<file path="src/sv/frt_pkg.sv">
// Shared types and constants for the fragment reassembly tracker.
package frt_pkg;

  localparam int SLOTS_DEFAULT        = 16;
  localparam int BUFFER_BYTES_DEFAULT = 1500;
  localparam int MAX_PARTS            = 8;

  // Result status codes
  typedef enum logic [2:0] {
    ST_BAD_COUNT  = 3'd0,
    ST_BAD_INDEX  = 3'd1,
    ST_TABLE_FULL = 3'd2,
    ST_NOT_STORED = 3'd3,
    ST_STORED     = 3'd4,
    ST_COMPLETED  = 3'd5
  } status_code_t;

  // One table entry as kept in the slot memory
  typedef struct packed {
    logic [31:0] source;
    logic [15:0] frag_id;
    logic [7:0]  mask;
    logic [15:0] total;
    logic [15:0] tag;
  } entry_t;

  // Controller to datapath commands
  typedef struct packed {
    logic capture;
    logic check;
    logic scan;
    logic commit;
  } cmd_t;

  // Datapath to controller status
  typedef struct packed {
    logic bad;
    logic scan_done;
  } sts_t;

endpackage

</file>
<file path="src/sv/frt_ram.sv">
// Generic single-write, single-read RAM with registered read data.
module frt_ram #(
  parameter int WIDTH = 8,
  parameter int DEPTH = 16
) (
  input  logic                                 clk,
  input  logic                                 we,
  input  logic [((DEPTH > 1) ? $clog2(DEPTH) : 1)-1:0] waddr,
  input  logic [WIDTH-1:0]                     wdata,
  input  logic [((DEPTH > 1) ? $clog2(DEPTH) : 1)-1:0] raddr,
  output logic [WIDTH-1:0]                     rdata
);

  logic [WIDTH-1:0] mem [DEPTH];

  // Write port and registered read port
  always_ff @(posedge clk) begin
    if (we) begin
      mem[waddr] <= wdata;
    end
    rdata <= mem[raddr];
  end

endmodule

</file>
<file path="src/sv/frt_datapath.sv">
// Datapath: request registers, slot table, scan, and result formation.
module frt_datapath #(
  parameter int SLOTS        = frt_pkg::SLOTS_DEFAULT,
  parameter int BUFFER_BYTES = frt_pkg::BUFFER_BYTES_DEFAULT
) (
  input  logic           clk,
  input  logic           rst,
  input  frt_pkg::cmd_t  cmd,
  output frt_pkg::sts_t  sts,
  input  logic [31:0]    source_address,
  input  logic [15:0]    fragment_id,
  input  logic [7:0]     part_index,
  input  logic [7:0]     part_count,
  input  logic [15:0]    part_length,
  input  logic [15:0]    part_stride,
  output logic [2:0]     status,
  output logic [3:0]     slot,
  output logic [10:0]    write_offset,
  output logic [15:0]    local_tag,
  output logic [15:0]    total_length
);

  localparam int IW = (SLOTS > 1) ? $clog2(SLOTS) : 1;
  localparam int CW = IW + 1;
  localparam int EW = $bits(frt_pkg::entry_t);

  // Request registers
  logic [31:0] src_r;
  logic [15:0] id_r;
  logic [7:0]  idx_r;
  logic [7:0]  cnt_r;
  logic [15:0] len_r;
  logic [15:0] stride_r;
  logic [23:0] off_r;
  logic [23:0] span_r;

  // Check results
  logic        fit;
  logic [15:0] total_new;

  // Scan state
  logic [CW-1:0] rd_idx;
  logic          cmp_vld;
  logic [IW-1:0] cmp_idx;
  logic          found_match;
  logic          found_free;
  logic [IW-1:0] match_idx;
  logic [IW-1:0] free_idx;
  frt_pkg::entry_t match_ent;
  logic [15:0]   free_total;

  // Table state
  logic [SLOTS-1:0] used;
  logic [15:0]      next_tag;

  // Memory ports
  frt_pkg::entry_t ram_q;
  frt_pkg::entry_t ram_wdata;
  logic            ram_we;
  logic [IW-1:0]   ram_waddr;
  logic [EW-1:0]   ram_rdata;

  // Combinational decision
  logic          bad_count;
  logic          bad_index;
  logic          issue;
  logic          hit_now;
  logic          last_cmp;
  logic          valid_req;
  logic          have_slot;
  logic          claim;
  logic [IW-1:0] s_idx;
  logic [7:0]    old_mask;
  logic [15:0]   old_total;
  logic [15:0]   cur_tag;
  logic [7:0]    new_mask;
  logic [7:0]    full_mask;
  logic          is_last;
  logic [15:0]   total_upd;
  logic          complete;
  logic [IW+3:0] slot_ext;
  frt_pkg::status_code_t res_status;

  assign ram_q = frt_pkg::entry_t'(ram_rdata);

  // Header sanity
  assign bad_count = (cnt_r == 8'd0) || (cnt_r > 8'(frt_pkg::MAX_PARTS));
  assign bad_index = (idx_r >= cnt_r);
  assign sts.bad   = bad_count || bad_index;

  // Scan compare, one slot per cycle behind the read
  assign issue    = cmd.scan && (rd_idx < CW'(SLOTS));
  assign hit_now  = cmd.scan && cmp_vld && used[cmp_idx] &&
                    (ram_q.source == src_r) && (ram_q.frag_id == id_r);
  assign last_cmp = cmd.scan && cmp_vld && (cmp_idx == IW'(SLOTS - 1));
  assign sts.scan_done = hit_now || last_cmp;

  // Slot selection, mask update and result status
  always_comb begin
    valid_req = !bad_count && !bad_index;
    have_slot = found_match || found_free;
    claim     = !found_match && found_free;
    s_idx     = found_match ? match_idx : free_idx;
    old_mask  = found_match ? match_ent.mask : 8'd0;
    old_total = found_match ? match_ent.total : free_total;
    cur_tag   = found_match ? match_ent.tag : next_tag;
    new_mask  = old_mask | (8'd1 << idx_r[2:0]);
    full_mask = 8'((9'd1 << cnt_r) - 9'd1);
    is_last   = (idx_r == (cnt_r - 8'd1));
    total_upd = is_last ? total_new : old_total;
    complete  = (new_mask == full_mask);
    slot_ext  = {4'd0, s_idx};
    if (bad_count) begin
      res_status = frt_pkg::ST_BAD_COUNT;
    end else if (bad_index) begin
      res_status = frt_pkg::ST_BAD_INDEX;
    end else if (!have_slot) begin
      res_status = frt_pkg::ST_TABLE_FULL;
    end else if (!fit) begin
      res_status = frt_pkg::ST_NOT_STORED;
    end else if (complete) begin
      res_status = frt_pkg::ST_COMPLETED;
    end else begin
      res_status = frt_pkg::ST_STORED;
    end
  end

  // Table write: stored parts, and claims that did not fit
  always_comb begin
    ram_we    = cmd.commit && valid_req && have_slot && (fit || claim);
    ram_waddr = s_idx;
    ram_wdata.source  = src_r;
    ram_wdata.frag_id = id_r;
    ram_wdata.tag     = cur_tag;
    ram_wdata.mask    = fit ? new_mask : 8'd0;
    ram_wdata.total   = fit ? total_upd : old_total;
  end

  frt_ram #(
    .WIDTH (EW),
    .DEPTH (SLOTS)
  ) u_ram (
    .clk   (clk),
    .we    (ram_we),
    .waddr (ram_waddr),
    .wdata (ram_wdata),
    .raddr (rd_idx[IW-1:0]),
    .rdata (ram_rdata)
  );

  // Capture request, offset and span products; latch check results and scan hits
  always_ff @(posedge clk) begin
    if (cmd.capture) begin
      src_r    <= source_address;
      id_r     <= fragment_id;
      idx_r    <= part_index;
      cnt_r    <= part_count;
      len_r    <= part_length;
      stride_r <= part_stride;
      off_r    <= {8'd0, part_stride} * {16'd0, part_index};
      span_r   <= {8'd0, part_stride} * {16'd0, part_count - 8'd1};
    end
    if (cmd.check) begin
      fit       <= (stride_r != 16'd0) &&
                   (({1'b0, off_r} + {9'd0, len_r}) <= 25'(BUFFER_BYTES));
      total_new <= 16'(span_r + {8'd0, len_r});
    end
    if (cmd.scan && hit_now) begin
      match_idx <= cmp_idx;
      match_ent <= ram_q;
    end
    if (cmd.scan && cmp_vld && !used[cmp_idx] && !found_free) begin
      free_idx   <= cmp_idx;
      free_total <= ram_q.total;
    end
    if (cmd.scan) begin
      cmp_idx <= rd_idx[IW-1:0];
    end
  end

  // Scan control and table state
  always_ff @(posedge clk) begin
    if (rst) begin
      rd_idx      <= '0;
      cmp_vld     <= 1'b0;
      found_match <= 1'b0;
      found_free  <= 1'b0;
      used        <= '0;
      next_tag    <= 16'd0;
    end else begin
      if (cmd.check) begin
        rd_idx      <= '0;
        cmp_vld     <= 1'b0;
        found_match <= 1'b0;
        found_free  <= 1'b0;
      end
      if (cmd.scan) begin
        cmp_vld <= issue;
        if (issue) begin
          rd_idx <= rd_idx + CW'(1);
        end
        if (hit_now) begin
          found_match <= 1'b1;
        end
        if (cmp_vld && !used[cmp_idx]) begin
          found_free <= 1'b1;
        end
      end
      if (cmd.commit && valid_req && have_slot) begin
        if (fit && complete) begin
          used[s_idx] <= 1'b0;
        end else if (claim) begin
          used[s_idx] <= 1'b1;
        end
        if (claim) begin
          next_tag <= next_tag + 16'd1;
        end
      end
    end
  end

  // Output payload register
  always_ff @(posedge clk) begin
    if (cmd.commit) begin
      status       <= res_status;
      slot         <= (res_status >= frt_pkg::ST_NOT_STORED) ? slot_ext[3:0] : 4'd0;
      write_offset <= (res_status >= frt_pkg::ST_STORED) ? off_r[10:0] : 11'd0;
      local_tag    <= (res_status >= frt_pkg::ST_NOT_STORED) ? cur_tag : 16'd0;
      total_length <= (res_status == frt_pkg::ST_COMPLETED) ? total_upd : 16'd0;
    end
  end

endmodule

</file>
<file path="src/sv/frt_ctrl.sv">
// Controller: sequences check, table scan (skipped for bad requests) and commit for each request.
module frt_ctrl (
  input  logic          clk,
  input  logic          rst,
  input  logic          in_valid,
  output logic          in_ready,
  output logic          out_valid,
  input  logic          out_ready,
  output frt_pkg::cmd_t cmd,
  input  frt_pkg::sts_t sts
);

  typedef enum logic [3:0] {
    S_IDLE   = 4'b0001,
    S_CHECK  = 4'b0010,
    S_SCAN   = 4'b0100,
    S_FINISH = 4'b1000
  } state_t;

  state_t state;
  state_t state_next;

  // Commands
  assign in_ready    = (state == S_IDLE);
  assign cmd.capture = in_valid && in_ready;
  assign cmd.check   = (state == S_CHECK);
  assign cmd.scan    = (state == S_SCAN);
  assign cmd.commit  = (state == S_FINISH) && (!out_valid || out_ready);

  // Next state
  always_comb begin
    state_next = state;
    case (state)
      S_IDLE: begin
        if (cmd.capture) state_next = S_CHECK;
      end
      S_CHECK: begin
        state_next = sts.bad ? S_FINISH : S_SCAN;
      end
      S_SCAN: begin
        if (sts.scan_done) state_next = S_FINISH;
      end
      S_FINISH: begin
        if (cmd.commit) state_next = S_IDLE;
      end
      default: begin
        state_next = S_IDLE;
      end
    endcase
  end

  // State and result valid flag
  always_ff @(posedge clk) begin
    if (rst) begin
      state     <= S_IDLE;
      out_valid <= 1'b0;
    end else begin
      state <= state_next;
      if (cmd.commit) begin
        out_valid <= 1'b1;
      end else if (out_ready) begin
        out_valid <= 1'b0;
      end
    end
  end

endmodule

</file>
<file path="src/sv/fragment_reassembly_tracker.sv">
// Top level of the fragment reassembly tracker: controller plus datapath.
//
// Channel   Direction  Handshake            Payload
// in        input      in_valid/in_ready    source_address fragment_id part_index
//                                           part_count part_length part_stride
// out       output     out_valid/out_ready  status slot write_offset local_tag
//                                           total_length
//
// A request with a bad count or index skips the table scan and goes from check
// straight to finish. Others scan the table memory one slot per cycle through
// its single read port, stopping at the first matching slot.
// Reset clears the used flags and the tag counter.
// A finished result waits in the output register; a new request is taken
// while it waits, and is held in its final state until the register frees.
module fragment_reassembly_tracker #(
  parameter int SLOTS        = frt_pkg::SLOTS_DEFAULT,
  parameter int BUFFER_BYTES = frt_pkg::BUFFER_BYTES_DEFAULT
) (
  input  logic        clk,
  input  logic        rst,
  input  logic        in_valid,
  output logic        in_ready,
  input  logic [31:0] source_address,
  input  logic [15:0] fragment_id,
  input  logic [7:0]  part_index,
  input  logic [7:0]  part_count,
  input  logic [15:0] part_length,
  input  logic [15:0] part_stride,
  output logic        out_valid,
  input  logic        out_ready,
  output logic [2:0]  status,
  output logic [3:0]  slot,
  output logic [10:0] write_offset,
  output logic [15:0] local_tag,
  output logic [15:0] total_length
);

  frt_pkg::cmd_t cmd;
  frt_pkg::sts_t sts;

  frt_ctrl u_ctrl (
    .clk       (clk),
    .rst       (rst),
    .in_valid  (in_valid),
    .in_ready  (in_ready),
    .out_valid (out_valid),
    .out_ready (out_ready),
    .cmd       (cmd),
    .sts       (sts)
  );

  frt_datapath #(
    .SLOTS        (SLOTS),
    .BUFFER_BYTES (BUFFER_BYTES)
  ) u_dp (
    .clk            (clk),
    .rst            (rst),
    .cmd            (cmd),
    .sts            (sts),
    .source_address (source_address),
    .fragment_id    (fragment_id),
    .part_index     (part_index),
    .part_count     (part_count),
    .part_length    (part_length),
    .part_stride    (part_stride),
    .status         (status),
    .slot           (slot),
    .write_offset   (write_offset),
    .local_tag      (local_tag),
    .total_length   (total_length)
  );

endmodule

</file>
<file path="config.mk">
export PLATFORM = sky130hd
export DESIGN_NAME = fragment_reassembly_tracker
export DESIGN_NICKNAME = d
export VERILOG_FILES = /design/src/sv/frt_pkg.sv /design/src/sv/frt_ram.sv /design/src/sv/frt_datapath.sv /design/src/sv/frt_ctrl.sv /design/src/sv/fragment_reassembly_tracker.sv
export SDC_FILE = /design/constraint.sdc
export NUM_CORES = 2
export LEC_CHECK = 0
export BUFFER_PORTS_ARGS = -buffer_cell sky130_fd_sc_hd__clkbuf_2
export CORE_MARGIN = 2
export CORE_UTILIZATION = 30
export DETAILED_ROUTE_END_ITERATION = 12
export PLACE_DENSITY = 0.43
export SYNTH_ARGS = -nofsm -noshare
export SYNTH_HDL_FRONTEND = slang
export SYNTH_SLANG_ARGS = --single-unit
</file>
<file path="constraint.sdc">
create_clock -name clk -period 12.7 [get_ports clk]
set_input_delay 1.905 -clock clk [delete_from_list [all_inputs] [get_ports clk]]
set_output_delay 1.905 -clock clk [all_outputs]
set_load 0.05 [all_outputs]
</file>
==> metrics.cfg <==
[floorplan]
die_w_microns=505.8
num_rows=184
ios=152
die_h_microns=505.8
core_sq_um=250900
die_area_sq_um=255800
initial_core_util=0.3010

[power]
power_switching_uw=3860
switching_share=0.2581
ir_drop_uv=124.1
pwr-share-clk=0.391
leakage_uw=0.02779
seqPwrFrac=0.477
p_per_area_nw_per_um2=171.3
combPwrFrac=0.132
internal_power_uw=11100

[setup_path]
start_kind=input pin
worstSetupPathType=in -> reg
r2r-start=u_dp.cnt_r[6]
worstSetupStartpoint=part_count[0]
crit_path_end=u_dp.span_r[15]
critPathMaxFanout=12
timing.rr.end=u_dp.u_ram.mem[2][38]
endpoint_kind=flop
reg2regPathDepth=9
crit_arrival_ps=7650
worstPathRequired_ps=13300
reg2reg_slack_ps=6390

[cells_and_area]
fillers=23700
layoutNonFillerInstCount=7699
area_growth_pct=15.62
final_nets=4532
layout-drive-gt1-share=0.2429
post-route-util=0.3480

[timing]
max_freq_mhz=141.9
fin_crit_sh=0.5550
rsz0062_at_grt=no
worst_slack_ps=5651
setup_viol=0
slew_viol_final=0
timing.setup.tns_ps=0
hold_viol=0
finClkSkew_ps=63.48
fin_crit_ps=7049
relSlewSlack=0.2496
worst_pin_slew_ps=1122

[place]
pre_cts_ws_ps=4744
place_inst=7321
hpwl_microns=110800
gp_congestion=0.7330
port_buffers=151

[detailed_routing]
routed_wl_microns=198500
routed-via-count=36910
ant_nets=0
vias_per_cell=4.794
drcViolationCount=0
dr.pass1.iters=5
wl_per_cell_microns=25.78
drt_first_iter_violations=2862

[logic_synthesis]
synth_seq_cells=1812
yosys_warnings=0
synthXorXnorAreaFrac=0.01666
syn_area_per_cell_sq_um=19.29
synth_fa_ha_area_frac=0.05741
syn_area_sq_um=75530
synth-edff-count=1679
synthArstFlopShare=0
synth_compound_area_frac=0.02253
ys_types=67
synth-seq-area-share=0.7028
synth-simple-area-share=0.04050
synthCells=3915
ys.flop_type=edfxtp_1
synth_top_family_by_area=multiplexers
muxShareOfSynthArea=0.1425
syn_nets=4274

[clock_network]
cts_root_buffer=clkbuf_16
cts.repair.resized=0
post-cts-setup-buffers=0
cts_sinks=1812
cts.hold.buffers_added=0
htree_levels=4
numCtsBuffers=198
cts_tree=yes
clk_pin_slew_ps=60
clock_latency_ps=860
cts_max_path_buffers=3

[global_routing]
grt_usage=0.1550
grt_pass1_wl_microns=288800
gr-total-overflow=0
grt_pass1_vias=39410
antenna_found_initial=10
grt_start_max_net_pins=128

[hold_path]
hold_path.class=reg -> reg

[run_status]
status=finished clean

[run]
drv_cap=0

## worst min path at each step
stage / slack, ps / cells after the start / end / startpoint
after detailed placement: 390 / 0 / u_dp.match_ent[0] / u_dp.u_ram.rdata[0]
after global routing: 410 / 0 / u_dp.match_ent[39] / u_dp.u_ram.rdata[39]
after floorplan: 390 / 0 / u_dp.match_ent[0] / u_dp.u_ram.rdata[0]
after CTS: 390 / 0 / u_dp.match_ent[37] / u_dp.u_ram.rdata[37]
final: 380 / 0 / u_dp.match_ent[39] / u_dp.u_ram.rdata[39]
after global placement: 390 / 0 / u_dp.match_ent[12] / u_dp.u_ram.rdata[12]
## synth_stat cells, drive strengths merged, types with 35 or more instances
cell	n	share of area
fa	146	0.039
buf	48	0.0024
and2	110	0.0091
nand2	139	0.0069
edfxtp	1679	0.67
inv	195	0.0097
dfxtp	133	0.035
nor2	111	0.0059
xnor2	79	0.0092
clkbuf	112	0.0056
xor2	62	0.0072
nand2b	35	0.0029
nor2b	65	0.0054
ha	113	0.019
a21oi	76	0.0050
o21ai	35	0.0023
mux4	445	0.13
mux2	47	0.0070
## cell families (layout without fill, tap and decap cells)
kind of cell,after synthesis,count (layout)
DFF,1812,1812
and+or+nand+nor,587,587
muxes,513,513
buffers and inverters,355,788
adders and majority gates,259,259
AOI/OAI and AO/OA,247,247
xor gates and xnor gates,142,142
other,0,3
## sequential cells by signal (all words and copies together) (netlist names), 8 cells and up, named ones only
name               flops
u_dp.cnt_r             8
u_dp.free_total       16
u_dp.id_r             16
u_dp.idx_r             8
u_dp.len_r            16
u_dp.local_tag        16
u_dp.match_ent        40
u_dp.next_tag         16
u_dp.off_r            24
u_dp.span_r           16
u_dp.src_r            32
u_dp.stride_r         16
u_dp.total_length     16
u_dp.total_new        16
u_dp.u_ram.mem      1408
u_dp.u_ram.rdata      88
u_dp.write_offset     11
## cell type report
cell class | instances | area [sq um] | area share
Tap cell | 3348 | 4189 | 0.04797
Antenna cell | 3 | 7.507 | 0.00008596
Multi-Input combinational cell | 1748 | 21270 | 0.2435
Timing Repair Buffer | 218 | 1371 | 0.01570
Inverter | 195 | 732.0 | 0.008381
Sequential cell | 1812 | 53100 | 0.6080
Clock inverter | 98 | 1174 | 0.01344
Clock buffer | 277 | 5492 | 0.06288
## power groups by stage
stage | logic [uW] | registers [uW] | clock network, uW
6_report | 1970 | 7140 | 5840
5_1_grt | 2240 | 7170 | 6260
3_3_place_gp | 1990 | 7270 | 0
3_5_place_dp | 2000 | 7270 | 0
2_1_floorplan | 1410 | 7180 | 0
4_1_cts | 2010 | 7150 | 6030
## per-layer routing
| layer | up-vias | part of all wire | GRT usage |
|---|---|---|---|
| met2 | 631 | 0.48 | 0.2528 |
| met3 | 243 | 0.034 | 0.02215 |
| met5 | - | 0.00011 | 0 |
| met1 | 20090 | 0.46 | 0.2183 |
| li1 | 15940 | - | - |
| met4 | 4 | 0.021 | 0.03785 |
## critical path: stages
cell      delay (ps)
clkbuf_2         170
inv_1            400
ha_1             270
nand2_1           90
xor2_1           870
nor2b_1          140
fa_1             520
inv_1             60
fa_1             540
inv_1             50
fa_1             500
fa_1             420
ha_1             310
a21boi_0         150
o21ai_0          200
nand2b_1         120
a21o_1           210
a41o_1           280
o41a_1           330
xnor2_1          130
## cells in the final DEF (no fill, tap or decap), types with 7 or more instances in the layout
| cell type | n |
|---|---|
| edfxtp_1 | 1679 |
| mux4_2 | 445 |
| clkbuf_16 | 198 |
| inv_1 | 194 |
| clkbuf_2 | 151 |
| fa_1 | 146 |
| nand2_1 | 139 |
| dfxtp_1 | 128 |
| ha_1 | 113 |
| and2_1 | 110 |
| nor2_1 | 89 |
| xnor2_1 | 79 |
| a21oi_1 | 75 |
| nor2b_1 | 65 |
| xor2_1 | 62 |
| buf_4 | 58 |
| clkbuf_1 | 55 |
| mux2_2 | 47 |
| clkinv_2 | 38 |
| nand2b_1 | 35 |
| o21ai_0 | 35 |
| clkbuf_8 | 24 |
| nor3_1 | 23 |
| nor2_4 | 21 |
| mux2i_1 | 21 |
| a211oi_1 | 20 |
| clkinv_1 | 19 |
| nand3_1 | 18 |
| nand4_1 | 18 |
| bufinv_16 | 18 |
| or3_1 | 17 |
| nor4_1 | 17 |
| a21o_1 | 17 |
| o21a_1 | 11 |
| and3_1 | 11 |
| buf_12 | 9 |
| o21bai_1 | 7 |
## through the flow
| step | instance area [sq um] | power, uW | hold slack [ps] |
|---|---|---|---|
| 2_1_floorplan | 75530 | 8593 | 385.5 |
| 3_3_place_gp | 80660 | 9253 | 388.6 |
| 3_5_place_dp | 80660 | 9267 | 389.5 |
| 4_1_cts | 87320 | 15190 | 392.2 |
| 5_1_grt | 87330 | 15660 | 405.1 |
| 6_report | 87330 | 14960 | 376.0 |
Power figures use the tool's default switching activity.
